==> config.mk <==
export PLATFORM = sky130hd
export DESIGN_NAME = masked_byte_pattern_search_flat
export DESIGN_NICKNAME = d
export VERILOG_FILES = /design/src/design/mbps_pkg.sv /design/src/design/mbps_if.sv /design/src/design/mbps_cell.sv /design/src/design/mbps_result.sv /design/src/design/masked_byte_pattern_search.sv /design/src/flat_wrapper.sv
export VERILOG_INCLUDE_DIRS = /design/src /design/src/design
export SDC_FILE = /design/constraint.sdc
export NUM_CORES = 2
export LEC_CHECK = 0
export ABC_AREA = 1
export BUFFER_PORTS_ARGS = -buffer_cell sky130_fd_sc_hd__clkbuf_2
export CAP_MARGIN = 20
export CORE_ASPECT_RATIO = 0.8
export CORE_MARGIN = 8
export CORE_UTILIZATION = 30
export DETAILED_ROUTE_END_ITERATION = 10
export GPL_TIMING_DRIVEN = 0
export PLACE_DENSITY = 0.46
export SLEW_MARGIN = 20
export SYNTH_ARGS = -nofsm -noshare
export SYNTH_HDL_FRONTEND = slang
export SYNTH_SLANG_ARGS = --single-unit
==> constraint.sdc <==
create_clock -name i_clk -period 13.61 [get_ports i_clk]
set_input_delay 0.6805 -clock i_clk [delete_from_list [all_inputs] [get_ports i_clk]]
set_output_delay 0.6805 -clock i_clk [all_outputs]
set_load 0.01 [all_outputs]
==> src/design/masked_byte_pattern_search_assert.svh <==
// Assertion macros for the masked byte pattern search block
`ifndef MASKED_BYTE_PATTERN_SEARCH_ASSERT_SVH
`define MASKED_BYTE_PATTERN_SEARCH_ASSERT_SVH

// same-cycle implication, disabled while reset is held
`define MBPS_ASSERT_NOW(label, clk, rst_n, ante, cons, msg) \
    label: assert property (@(posedge clk) disable iff (!rst_n) (ante) |-> (cons)) \
        else $error(msg);

// next-cycle implication, disabled while reset is held
`define MBPS_ASSERT_NEXT(label, clk, rst_n, ante, cons, msg) \
    label: assert property (@(posedge clk) disable iff (!rst_n) (ante) |=> (cons)) \
        else $error(msg);

`endif

==> src/design/mbps_pkg.sv <==
// Package: types and constants of the masked byte pattern search block
package mbps_pkg;

    localparam int MAX_PATTERN_DEF = 16;
    localparam int COUNT_BITS_DEF  = 32;

    localparam int PAT_BYTES  = 16;   // pattern register holds 16 bytes
    localparam int PAT_IDX_W  = 4;
    localparam int LEN_CFG_W  = 5;
    localparam int CFG_IDX_W  = 4;
    localparam int CFG_DATA_W = 64;
    localparam int ADDR_W     = 64;

    typedef enum logic [CFG_IDX_W-1:0] {
        REG_PATTERN_LOW    = 4'd0,
        REG_PATTERN_HIGH   = 4'd1,
        REG_CARE_MASK      = 4'd2,
        REG_PATTERN_LENGTH = 4'd3,
        REG_IMAGE_BASE     = 4'd4,
        REG_PATTERN_OFFSET = 4'd5,
        REG_ADDRESS_OFFSET = 4'd6,
        REG_SUBTRACT_BASE  = 4'd7
    } t_cfg_reg;

    // per-cell compare setup
    typedef struct packed {
        logic       care;
        logic [7:0] expect_byte;
    } t_cell_cfg;

    // address terms handed to the result stage
    typedef struct packed {
        logic              subtract_base;
        logic [ADDR_W-1:0] image_base;
        logic [ADDR_W-1:0] match_off;
        logic [ADDR_W-1:0] report_off;
    } t_addr_cfg;

endpackage

==> src/design/mbps_if.sv <==
// Interfaces: byte stream, result stream and configuration write channel
interface mbps_byte_if;
    logic       valid;
    logic       ready;
    logic [7:0] image_byte;
    logic       last_byte;
    modport source (output valid, output image_byte, output last_byte, input ready);
    modport sink   (input valid, input image_byte, input last_byte, output ready);
endinterface

interface mbps_res_if;
    logic                        valid;
    logic                        ready;
    logic                        found;
    logic [mbps_pkg::ADDR_W-1:0] result_address;
    modport source (output valid, output found, output result_address, input ready);
    modport sink   (input valid, input found, input result_address, output ready);
endinterface

interface mbps_cfg_if;
    logic                            valid;
    logic                            ready;
    logic [mbps_pkg::CFG_IDX_W-1:0]  index;
    logic [mbps_pkg::CFG_DATA_W-1:0] data;
    modport source (output valid, output index, output data, input ready);
    modport sink   (input valid, input index, input data, output ready);
endinterface

==> src/design/mbps_cell.sv <==
// Window cell: holds one image byte, passes it on, compares the incoming byte
module mbps_cell (
    input  logic                i_clk,
    input  logic                i_shift,
    input  logic [7:0]          i_byte,
    input  mbps_pkg::t_cell_cfg i_cfg,
    output logic [7:0]          o_byte,
    output logic                o_ok
);

    logic [7:0] r_byte;

    always_ff @(posedge i_clk) begin
        if (i_shift) begin
            r_byte <= i_byte;
        end
    end

    // compare the byte this cell takes on the shift (window after the shift)
    assign o_ok   = !i_cfg.care || (i_byte == i_cfg.expect_byte);
    assign o_byte = r_byte;

endmodule

==> src/design/mbps_result.sv <==
// Result pipeline: hit register, address add and output register
module mbps_result #(
    parameter int COUNT_BITS = mbps_pkg::COUNT_BITS_DEF
) (
    input  logic                i_clk,
    input  logic                i_rst_n,
    input  logic                i_valid,
    input  logic                i_found,
    input  logic [COUNT_BITS-1:0] i_offset,
    input  mbps_pkg::t_addr_cfg i_addr_cfg,
    output logic                o_ready,
    mbps_res_if.source          o_res
);

    localparam int AW = mbps_pkg::ADDR_W;

    logic                  r_a_valid;
    logic                  r_a_found;
    logic [COUNT_BITS-1:0] r_a_offset;
    logic [AW-1:0]         r_k;
    logic [AW-1:0]         n_k;
    logic                  r_o_valid;
    logic                  r_o_found;
    logic [AW-1:0]         r_o_addr;
    logic                  w_adv_b;

    // constant part of the address; the user must keep config quiet while items flow, the block does not enforce it
    always_comb begin
        n_k = i_addr_cfg.match_off + i_addr_cfg.report_off;
        if (!i_addr_cfg.subtract_base) begin
            n_k = n_k + i_addr_cfg.image_base;
        end
    end

    always_ff @(posedge i_clk) begin
        r_k <= n_k;
    end

    assign w_adv_b = !r_o_valid || o_res.ready;
    assign o_ready = !r_a_valid || w_adv_b;

    always_ff @(posedge i_clk) begin
        if (!i_rst_n) begin
            r_a_valid <= 1'b0;
            r_o_valid <= 1'b0;
        end else begin
            if (o_ready) begin
                r_a_valid <= i_valid;
            end
            if (w_adv_b) begin
                r_o_valid <= r_a_valid;
            end
        end
    end

    always_ff @(posedge i_clk) begin
        if (o_ready && i_valid) begin
            r_a_found  <= i_found;
            r_a_offset <= i_offset;
        end
        if (w_adv_b && r_a_valid) begin
            r_o_found <= r_a_found;
            r_o_addr  <= r_a_found ? (AW'(r_a_offset) + r_k) : '0;
        end
    end

    assign o_res.valid          = r_o_valid;
    assign o_res.found          = r_o_found;
    assign o_res.result_address = r_o_addr;

endmodule

==> src/design/masked_byte_pattern_search.sv <==
// Top level: masked byte pattern search over a streamed memory image
// - i_byte: image bytes in address order, one word per byte; last_byte marks
//   the final byte. i_cfg: register writes (index, data), always ready; write
//   only while the block is idle.
// - o_res: at most one word per image. found=1 with the match address on the
//   first window that matches; found=0 and address 0 if the image ends first.
//   Bytes after a match are taken and dropped until last_byte.
// - Throughput: one byte per cycle while the result pipe has room. The
//   window is a chain of MAX_PATTERN cells that shift on each accepted
//   byte and compare in parallel. Result path: the hit register, then the
//   address add into the output register that drives o_res.valid.
// - Stall: while o_res is held off the two result stages fill; i_byte.ready
//   drops only once both hold a word. Bytes that give no result still need
//   ready, so a full result pipe halts the byte stream.
// - Reset (i_rst_n low, synchronous): registers take their defaults (care
//   mask all ones, length 1, the rest zero), counters and pipe valids clear.
//   No clearing pass; the block is ready the cycle after reset.
// - Address = image base + offset + pattern offset (less the image base when
//   subtract_base is set) + address offset, wrapping at 64 bits.
`include "masked_byte_pattern_search_assert.svh"
module masked_byte_pattern_search #(
    parameter int MAX_PATTERN = mbps_pkg::MAX_PATTERN_DEF,
    parameter int COUNT_BITS  = mbps_pkg::COUNT_BITS_DEF
) (
    input  logic        i_clk,
    input  logic        i_rst_n,
    mbps_byte_if.sink   i_byte,
    mbps_cfg_if.sink    i_cfg,
    mbps_res_if.source  o_res
);

    localparam int LW = $clog2(MAX_PATTERN + 1);
    localparam int PB = mbps_pkg::PAT_BYTES;
    localparam int LCW = mbps_pkg::LEN_CFG_W;

    // configuration registers
    logic [63:0]    r_pat_low;
    logic [63:0]    r_pat_high;
    logic [PB-1:0]  r_care;
    logic [LCW-1:0] r_pat_len;
    logic [63:0]    r_base;
    logic [63:0]    r_pat_off;
    logic [63:0]    r_addr_off;
    logic           r_sub_base;

    // image state
    logic [COUNT_BITS-1:0] r_seen;
    logic                  r_done;

    logic                  w_accept;
    logic                  w_cfg_wr;
    logic [LW-1:0]         w_len;
    logic [7:0]            w_pat_bytes [PB];
    logic [7:0]            w_chain [MAX_PATTERN];
    logic [MAX_PATTERN-1:0] w_ok;
    mbps_pkg::t_cell_cfg   w_cell_cfg [MAX_PATTERN];
    logic [COUNT_BITS-1:0] w_seen_n;
    logic                  w_step;
    logic                  w_hit;
    logic                  w_res;
    logic [COUNT_BITS-1:0] w_offset;
    logic                  w_res_rdy;
    mbps_pkg::t_addr_cfg   w_addr_cfg;

    assign w_accept    = i_byte.valid && i_byte.ready;
    assign i_cfg.ready = 1'b1;
    assign w_cfg_wr    = i_cfg.valid && i_cfg.ready;

    // ---- configuration write port ----
    always_ff @(posedge i_clk) begin
        if (!i_rst_n) begin
            r_pat_low  <= '0;
            r_pat_high <= '0;
            r_care     <= '1;
            r_pat_len  <= LCW'(1);
            r_base     <= '0;
            r_pat_off  <= '0;
            r_addr_off <= '0;
            r_sub_base <= 1'b0;
        end else if (w_cfg_wr) begin
            unique case (i_cfg.index)
                mbps_pkg::REG_PATTERN_LOW:    r_pat_low  <= i_cfg.data;
                mbps_pkg::REG_PATTERN_HIGH:   r_pat_high <= i_cfg.data;
                mbps_pkg::REG_CARE_MASK:      r_care     <= i_cfg.data[PB-1:0];
                mbps_pkg::REG_PATTERN_LENGTH: r_pat_len  <= i_cfg.data[LCW-1:0];
                mbps_pkg::REG_IMAGE_BASE:     r_base     <= i_cfg.data;
                mbps_pkg::REG_PATTERN_OFFSET: r_pat_off  <= i_cfg.data;
                mbps_pkg::REG_ADDRESS_OFFSET: r_addr_off <= i_cfg.data;
                mbps_pkg::REG_SUBTRACT_BASE:  r_sub_base <= i_cfg.data[0];
                default: ; // indexes past the list are ignored
            endcase
        end
    end

    // length in use: zero acts as one, clamp at the window depth
    always_comb begin
        if (r_pat_len == '0) begin
            w_len = LW'(1);
        end else if (r_pat_len > LCW'(MAX_PATTERN)) begin
            w_len = LW'(MAX_PATTERN);
        end else begin
            w_len = LW'(r_pat_len);
        end
    end

    always_comb begin
        for (int i = 0; i < 8; i++) begin
            w_pat_bytes[i]     = r_pat_low[8*i +: 8];
            w_pat_bytes[i + 8] = r_pat_high[8*i +: 8];
        end
    end

    // ---- cell chain: cell a holds the byte taken a words ago ----
    // it faces pattern byte len-1-a, and only cares while a < len
    genvar a;
    generate
        for (a = 0; a < MAX_PATTERN; a++) begin : g_cell
            logic [LCW-1:0] w_k;
            logic [7:0]     w_in;

            assign w_k = LCW'(w_len) - LCW'(a) - LCW'(1);
            assign w_cell_cfg[a].care =
                (LCW'(a) < LCW'(w_len)) && r_care[w_k[mbps_pkg::PAT_IDX_W-1:0]];
            assign w_cell_cfg[a].expect_byte = w_pat_bytes[w_k[mbps_pkg::PAT_IDX_W-1:0]];

            if (a == 0) begin : g_head
                assign w_in = i_byte.image_byte;
            end else begin : g_link
                assign w_in = w_chain[a-1];
            end

            mbps_cell u_cell (
                .i_clk   (i_clk),
                .i_shift (w_accept),
                .i_byte  (w_in),
                .i_cfg   (w_cell_cfg[a]),
                .o_byte  (w_chain[a]),
                .o_ok    (w_ok[a])
            );
        end
    endgenerate

    // ---- byte count and hit decision ----
    assign w_step   = !r_done && (r_seen != '1);   // counter saturates
    assign w_seen_n = r_seen + COUNT_BITS'(1);
    assign w_hit    = w_step && (w_seen_n >= COUNT_BITS'(w_len)) && (&w_ok);
    assign w_offset = w_seen_n - COUNT_BITS'(w_len);
    assign w_res    = w_hit || (i_byte.last_byte && !r_done);

    always_ff @(posedge i_clk) begin
        if (!i_rst_n) begin
            r_seen <= '0;
            r_done <= 1'b0;
        end else if (w_accept) begin
            if (i_byte.last_byte) begin
                r_seen <= '0;
                r_done <= 1'b0;
            end else if (w_step) begin
                r_seen <= w_seen_n;
                if (w_hit) begin
                    r_done <= 1'b1;
                end
            end
        end
    end

    assign i_byte.ready = w_res_rdy;

    assign w_addr_cfg.subtract_base = r_sub_base;
    assign w_addr_cfg.image_base    = r_base;
    assign w_addr_cfg.match_off     = r_pat_off;
    assign w_addr_cfg.report_off    = r_addr_off;

    mbps_result #(
        .COUNT_BITS (COUNT_BITS)
    ) u_result (
        .i_clk      (i_clk),
        .i_rst_n    (i_rst_n),
        .i_valid    (w_accept && w_res),
        .i_found    (w_hit),
        .i_offset   (w_offset),
        .i_addr_cfg (w_addr_cfg),
        .o_ready    (w_res_rdy),
        .o_res      (o_res)
    );

    // ---- checks ----
    `MBPS_ASSERT_NOW(a_nf_zero, i_clk, i_rst_n, o_res.valid && !o_res.found, o_res.result_address == '0, "not-found word with nonzero address")
    `MBPS_ASSERT_NEXT(a_last_clears, i_clk, i_rst_n, w_accept && i_byte.last_byte, (r_seen == '0) && !r_done, "image state not cleared after last byte")
    `MBPS_ASSERT_NEXT(a_count_mono, i_clk, i_rst_n, w_accept && !i_byte.last_byte, r_seen >= $past(r_seen), "byte count went backwards inside an image")

endmodule

==> src/flat_wrapper.sv <==
// flat-port wrapper written by rule: the top's interface ports become plain ports
module masked_byte_pattern_search_flat 
#(
    parameter int MAX_PATTERN = mbps_pkg::MAX_PATTERN_DEF,
    parameter int COUNT_BITS  = mbps_pkg::COUNT_BITS_DEF
)
  (i_clk, i_rst_n, i_byte_valid, i_byte_image_byte, i_byte_last_byte, i_byte_ready, i_cfg_valid, i_cfg_index, i_cfg_data, i_cfg_ready, o_res_valid, o_res_found, o_res_result_address, o_res_ready);
  mbps_byte_if i_byte_i ();
  mbps_cfg_if i_cfg_i ();
  mbps_res_if o_res_i ();
  input  logic i_clk;
  input  logic i_rst_n;
  input wire logic [$bits(i_byte_i.valid)-1:0] i_byte_valid;
  input wire logic [$bits(i_byte_i.image_byte)-1:0] i_byte_image_byte;
  input wire logic [$bits(i_byte_i.last_byte)-1:0] i_byte_last_byte;
  output wire logic [$bits(i_byte_i.ready)-1:0] i_byte_ready;
  input wire logic [$bits(i_cfg_i.valid)-1:0] i_cfg_valid;
  input wire logic [$bits(i_cfg_i.index)-1:0] i_cfg_index;
  input wire logic [$bits(i_cfg_i.data)-1:0] i_cfg_data;
  output wire logic [$bits(i_cfg_i.ready)-1:0] i_cfg_ready;
  output wire logic [$bits(o_res_i.valid)-1:0] o_res_valid;
  output wire logic [$bits(o_res_i.found)-1:0] o_res_found;
  output wire logic [$bits(o_res_i.result_address)-1:0] o_res_result_address;
  input wire logic [$bits(o_res_i.ready)-1:0] o_res_ready;
  assign i_byte_i.valid = i_byte_valid;
  assign i_byte_i.image_byte = i_byte_image_byte;
  assign i_byte_i.last_byte = i_byte_last_byte;
  assign i_byte_ready = i_byte_i.ready;
  assign i_cfg_i.valid = i_cfg_valid;
  assign i_cfg_i.index = i_cfg_index;
  assign i_cfg_i.data = i_cfg_data;
  assign i_cfg_ready = i_cfg_i.ready;
  assign o_res_valid = o_res_i.valid;
  assign o_res_found = o_res_i.found;
  assign o_res_result_address = o_res_i.result_address;
  assign o_res_i.ready = o_res_ready;
  masked_byte_pattern_search #(.MAX_PATTERN(MAX_PATTERN), .COUNT_BITS(COUNT_BITS)) u_core (.i_clk(i_clk), .i_rst_n(i_rst_n), .i_byte(i_byte_i), .i_cfg(i_cfg_i), .o_res(o_res_i));
endmodule
=== Word-level counts from Yosys, hierarchy flattened ===
Cells that the tools add are included.

* Register bits after elaboration: 659
* Input port bits: 82
* Output and inout port bits: 68

* $lt $le $gt $ge: 50
* Bitwise gates (word level): 16
* Mux-type cells: 88
* Reduce and logical (&&, ||, !) cells: 77
* Add/subtract/negate cells: 35
* Equal/unequal tests: 24

{| class="wikitable"
|+ Operators with widths
! operator !! number
|-
| 8-bit binary-select mux with 4-bit select || 16
|-
| 8-bit 2-to-1 mux || 32
|-
| 64-bit adder || 2
|-
| 8-bit equality test || 16
|-
| 5-bit greater-or-equal comparator, second input constant || 16
|-
| 4-bit by 5-bit < comparator with 1-bit output, second input constant || 16
|-
| 4-bit inverter with 5-bit output || 16
|-
| 32-bit by 64-bit adder with 64-bit output || 1
|-
| 1-bit binary-select mux with 4-bit select || 16
|-
| 32-bit 2-to-1 mux || 2
|-
| 64-bit 2-to-1 mux || 1
|-
| 4-bit by 1-bit subtractor with 4-bit output, second input constant || 16
|-
| 4-bit by 5-bit < comparator with 1-bit output, first input constant || 8
|-
| 32-bit by 1-bit adder with 32-bit output, second input constant || 1
|-
| 32-bit by 5-bit greater-or-equal comparator with 1-bit output || 1
|-
| 32-bit inequality test, second input constant || 1
|-
| 32-bit by 5-bit subtractor with 32-bit output || 1
|-
| 4-bit subtractor, second input constant || 8
|-
| 1-bit logical AND || 24
|-
| 3-bit by 5-bit < comparator with 1-bit output, first input constant || 4
|-
| 1-bit logical NOT || 19
|-
| 1-bit logical OR || 19
|-
| 1-bit 2-to-1 mux || 19
|-
| 2-bit AND reduction || 9
|-
| 14 further kinds || 26
|}

=== Logic depth before layout (Yosys ltp) ===
* Depth in word-level cells: 16
* Gate-level depth with buffers: 34
* Mapped depth without buffers: 34

=== Modules after synthesis ===
From an unflattened synthesis, not the netlist that was laid out.

* Cells, all modules: 7047
* Area, all modules: 46395.7 um^2

{| class="wikitable"
|+ Modules (own cells, without submodules)
! module !! cells each !! sequential area each (um^2) !! times used !! area each (um^2)
|-
| masked_byte_pattern_search || 3317 || 7507.2 || 1 || 21732.1
|-
| mbps_result || 3090 || 4264.1 || 1 || 18577.8
|-
| mbps_cell || 40 || 240.2 || 16 || 380.4
|}

=== Worst setup path after synthesis ===
OpenSTA, ideal clock, no wires.

* Path type: input port to flip-flop
* Start: input o_res_ready
* End: register u_core.u_result.r_a_found (enable)
* Data required time: 13219 ps
* Stages: 6
* Data arrival time: 4588 ps
* Buffers on the path: 0
* Setup slack: 8632 ps
* Cell sequence: inv_1 -> nand3_1 -> nand2_1 -> inv_1 -> nand3_1 -> nand2_1

* Longest elaborated chain between the ends: 5

{| class="wikitable"
|+ RTL lines
! element !! line !! source
|-
| from (decl) || flat_wrapper.sv:24 || <nowiki>input wire logic [$bits(o_res_i.ready)-1:0] o_res_ready;</nowiki>
|-
| 1-bit logical OR || mbps_result.sv:39 || <nowiki>assign w_adv_b = !r_o_valid || o_res.ready;</nowiki>
|-
| 1-bit logical OR || mbps_result.sv:40 || <nowiki>assign o_ready = !r_a_valid || w_adv_b;</nowiki>
|-
| named net i_byte_ready || flat_wrapper.sv:16 || <nowiki>output wire logic [$bits(i_byte_i.ready)-1:0] i_byte_ready;</nowiki>
|-
| 1-bit logical AND || masked_byte_pattern_search.sv:65 || <nowiki>assign w_accept = i_byte.valid && i_byte.ready;</nowiki>
|-
| named net u_core.g_cell[0].u_cell.i_shift || mbps_cell.sv:4 || <nowiki>input logic i_shift,</nowiki>
|-
| 1-bit logical AND || masked_byte_pattern_search.sv:179 || <nowiki>.i_valid (w_accept && w_res),</nowiki>
|-
| 1-bit logical AND || mbps_result.sv:57 || <nowiki>if (o_ready && i_valid) begin</nowiki>
|-
| to (signal assigned) || mbps_result.sv:58 || <nowiki>r_a_found <= i_found;</nowiki>
|-
| to (decl) || mbps_result.sv:18 || <nowiki>logic r_a_found;</nowiki>
|}

The timed path passes the listed nets, and every way through them passes these cells.
A chain may end at the register's enable or synchronous reset.

=== Worst setup path in the final report ===
* Start: register u_core.r_pat_len[2]
* End: register u_core.u_result.r_a_offset[31] (enable)

* Longest elaborated chain between the ends: 16
* Elaborated cells between the ends (all ways): 217
* Classes of those cells: add/sub: 30; order compare: 18; eq/ne: 16; mux: 82; bitwise: 16; reduce/logical: 55

{| class="wikitable"
|+ RTL lines
! element !! line !! source
|-
| from (decl) || masked_byte_pattern_search.sv:40 || <nowiki>logic [LCW-1:0] r_pat_len;</nowiki>
|-
| from (signal assigned) || masked_byte_pattern_search.sv:85 || <nowiki>mbps_pkg::REG_PATTERN_LENGTH: r_pat_len <= i_cfg.data[LCW-1:0];</nowiki>
|-
| 5-bit > comparator || masked_byte_pattern_search.sv:99 || <nowiki>end else if (r_pat_len > LCW'(MAX_PATTERN)) begin</nowiki>
|-
| 5-bit 2-to-1 mux || masked_byte_pattern_search.sv:99 ||
|-
| 5-bit 2-to-1 mux (*) || masked_byte_pattern_search.sv:97 || <nowiki>if (r_pat_len == '0) begin</nowiki>
|-
| 4-bit subtractor (tied with other cells) || masked_byte_pattern_search.sv:121 || <nowiki>assign w_k = LCW'(w_len) - LCW'(a) - LCW'(1);</nowiki>
|-
| 4-bit by 1-bit subtractor with 4-bit output || masked_byte_pattern_search.sv:121 ||
|-
| 4-bit inverter with 5-bit output (not written as such) || masked_byte_pattern_search.sv:124 || <nowiki>assign w_cell_cfg[a].expect_byte = w_pat_bytes[w_k[mbps_pkg::PAT_IDX_W-1:0]];</nowiki>
|-
| 8-bit binary-select mux with 4-bit select || masked_byte_pattern_search.sv:124 ||
|-
| 8-bit 2-to-1 mux (not written as such) (2 in series) || masked_byte_pattern_search.sv:124 ||
|-
| 8-bit equality test || mbps_cell.sv:20 || <nowiki>assign o_ok = !i_cfg.care || (i_byte == i_cfg.expect_byte);</nowiki>
|-
| 1-bit logical OR || mbps_cell.sv:20 ||
|-
| 16-bit AND reduction || masked_byte_pattern_search.sv:146 || <nowiki>assign w_hit = w_step && (w_seen_n >= COUNT_BITS'(w_len)) && (&w_ok);</nowiki>
|-
| 1-bit logical AND (*) || masked_byte_pattern_search.sv:146 ||
|-
| 1-bit logical OR (*) || masked_byte_pattern_search.sv:148 || <nowiki>assign w_res = w_hit || (i_byte.last_byte && !r_done);</nowiki>
|-
| 1-bit logical AND (*) || masked_byte_pattern_search.sv:179 ||
|-
| 1-bit logical AND (*) || mbps_result.sv:57 ||
|-
| to (signal assigned) || mbps_result.sv:59 || <nowiki>r_a_offset <= i_offset;</nowiki>
|-
| to (decl) || mbps_result.sv:19 || <nowiki>logic [COUNT_BITS-1:0] r_a_offset;</nowiki>
|}

Every way passes the cells marked *; elsewhere a longest branch is shown, timed or not. The select of a mux whose other input is x is not followed.

==> results.py <==
metrics = {
    "floorplan": {
        "die_area_um2": 160000,
        "ios": 150,
        "rows": 126,
        "floorplan.initialDensity": 0.301,
        "die_w_um": 446,
        "core_area_um2": 147000,
        "die_y_um": 360,
    },
    "timing": {
        "fin_skew_ns": 0.0359,
        "drv_slew": 0,
        "rsz0062_at_grt": "no",
        "fin_crit_sh": 0.592,
        "tns_ns": 0,
        "worst_pin_slew_ns": 1.24,
        "slew_headroom": 0.174,
        "fin_crit_ns": 8.05,
        "hold_ws_ns": 0.194,
        "setup_violations": 0,
        "fmax_mhz": 124,
        "hold_viol": 0,
    },
    "routing": {
        "wl_um": 256000,
        "vias": 48600,
        "post_drt_wl_per_cell_um": 28.7,
        "post-route-drc-count": 0,
        "ant_nets": 0,
        "drt-initial-drc-count": 6490,
        "firstDrtPassIters": 6,
        "via_per_inst": 5.45,
    },
    "clock_network": {
        "cts_tree": "done",
        "cts.clk_slew.worst_paths_ns": 0.06,
        "cts_buffers": 79,
        "clock_latency_ns": 0.72,
        "cts-root-buf": "clkbuf_16",
        "post_cts_buffers": 0,
        "htreeDepth": 3,
        "cts_buffer_depth": 3,
        "cts_resized": 0,
        "cts_hold_buffers": 0,
        "cts_sinks": 659,
    },
    "yosys": {
        "postSynthCellCount": 6642,
        "synth.area.top_cells": "dfxtp_1 (20%), edfxtp_1 (15%), nand2_1 (13%), nand3_1 (10%), nor2_1 (6.8%)",
        "async_flop_share": 0,
        "synth_nets": 6909,
        "yosys.area.top_type": "dfxtp_1",
        "ys_ff_latch": 659,
        "ys_types": 66,
        "synth_flop_cell": "dfxtp_1",
        "yosysWarnings": 0,
        "ys_seq_area_frac": 0.347,
        "netlist_area_um2": 44300,
        "synth_top_area_share": 0.199,
        "synth_edf_count": 218,
        "synth_common_cells": "nand2_1 (1516), nand3_1 (924), nor2_1 (798)",
        "avgSynthCellArea_um2": 6.67,
        "synth_most_common_cell": "nand2_1",
    },
    "setup_path": {
        "critPathArrivalTime_ns": 8.40,
        "cp.required_ns": 13.96,
        "start_kind": "flop",
        "r2r_cells": 25,
        "critical_path_class": "flop to flop",
        "rrSetupSlack_ns": 5.56,
        "crit_fanout": 33,
        "cp-end-kind": "flop",
    },
    "status": {
        "status": "completed",
    },
    "placement": {
        "hpwl_um": 216000,
        "placed_area_um2": 47700,
        "io_buffers": 146,
        "gp_congestion": 1.06,
    },
    "global_route": {
        "grt_max_degree": 85,
        "grt_pass1_vias": 42800,
        "track_usage": 0.304,
        "grt-ovfl-total": 0,
        "antenna_found_initial": 15,
        "grt_pass1_wl_um": 345000,
    },
    "power_and_ir_drop": {
        "power_density_nw_per_um2": 107,
        "leakagePower_nw": 23.1,
        "ir_drop_mv": 0.0931,
        "total_power_w": 0.00539,
    },
    "finish": {
        "nNetsFinal": 7140,
        "drive_gt1_frac": 0.0577,
        "final_cell_area_um2": 50400,
        "utilization": 0.343,
        "fillCellCount": 16200,
        "synthToLayoutAreaGrowth_pct": 13.7,
    },
    "min_path": {
        "hold_class": "input pin to flop",
        "hold_path_depth": 1,
    },
    "run": {
        "drv_cap": 0,
    },
}
==> final timing paths <==
check / startpoint / to
worst max-delay path: u_core.r_pat_len[2] / u_core.u_result.r_a_offset[31]
worst min-delay path: i_byte_image_byte[5] / u_core.g_cell[0].u_cell.o_byte[5]
worst max register to register: u_core.r_pat_len[2] / u_core.u_result.r_a_offset[31]
worst min register to register: u_core.r_pat_high[12] / u_core.r_pat_high[12]
==> final cells by class <==
type	instances	area [um^2]	area share
Sequential cell	659	15400	0.305
Timing Repair Buffer	150	841	0.0167
Buffer	260	1120	0.0222
Multi-Input combinational cell	5028	25200	0.501
Clock buffer	108	2280	0.0452
Clock inverter	35	427	0.00847
Inverter	695	2620	0.0520
Tap cell	1984	2480	0.0493
Antenna cell	6	15.0	0.000298
==> logic make-up (layout without fill, tap and decap cells) <==
logic type / Yosys count / count (layout) / synth area share
xor+xnor: 152 / 152 / 0.0319
fa+ha+maj: 185 / 185 / 0.0529
flops: 659 / 659 / 0.347
compound gates: 1212 / 1212 / 0.148
buf+inv: 955 / 1248 / 0.0841
simple gates: 3469 / 3469 / 0.334
other cells: 1 / 7 / 0.0000846
mux: 9 / 9 / 0.00203
==> critical path, stage by stage (launching register included) <==
cell      delay (ns)
dfxtp_1         0.61
nor2_4          0.11
nand2_2         0.12
nand2_2         0.10
nand2_1         0.51
buf_2           0.50
buf_2           0.55
ha_1            0.32
buf_2           0.22
clkinv_1        0.16
clkbuf_1        0.58
clkbuf_1        0.67
nand3_1         0.26
nand3_1         0.40
nand3_1         0.19
nand2_1         0.11
nand2_1         0.05
nand2_1         0.06
nand3_1         0.10
nor2_1          0.13
nand2_1         0.37
nand2_1         0.17
nand4_1         0.17
nor2_1          0.16
nand3_1         0.26
nand2_2         0.68
==> metal layers <==
| metal | vias to the layer above | global-route usage | part of all wire |
|---|---|---|---|
| li1 | 22600 | - | - |
| met1 | 23600 | 0.492 | 0.51 |
| met2 | 2219 | 0.369 | 0.35 |
| met3 | 166 | 0.117 | 0.13 |
| met4 | 4 | 0.0417 | 0.013 |
| met5 | - | 0.0144 | 0.0013 |
==> state kept, by name, summed over array words and instances, names as in the netlist, 5 cells and up <==
signal,flops
u_core.r_base,64
u_core.u_result.o_res.result_address,64
u_core.u_result.r_k,64
u_core.r_pat_len,5
u_core.r_addr_off,64
u_core.r_care,16
u_core.r_pat_off,64
u_core.r_pat_low,64
u_core.u_result.r_a_offset,32
u_core.r_seen,32
u_core.g_cell.u_cell.o_byte,120
u_core.r_pat_high,64
==> report_power, final <==
part / switching, W / leakage, nW / internal, W
sequential: 0.0000822 / 5.68 / 0.00212
combinational: 0.000681 / 16.1 / 0.000232
clock: 0.000987 / 1.33 / 0.00128
==> stage by stage <==
stage	setup WS [ns]	std cells
finish	5.56	8925
global route	5.38	8919
CTS	5.94	8919
detailed placement	5.99	8776
global placement	5.23	8772
floorplan	8.63	6642
==> cells in the final DEF (no fill, tap or decap), types with 79 or more instances in the layout <==
cell type	instances
nand2_1	1515
nand3_1	924
nor2_1	796
inv_1	681
o21ai_0	540
dfxtp_1	441
a21oi_1	439
edfxtp_1	218
clkbuf_1	183
ha_1	181
clkbuf_2	152
xor2_1	111
clkbuf_16	83
a31oi_1	79
(Power assumes the default switching activity.)
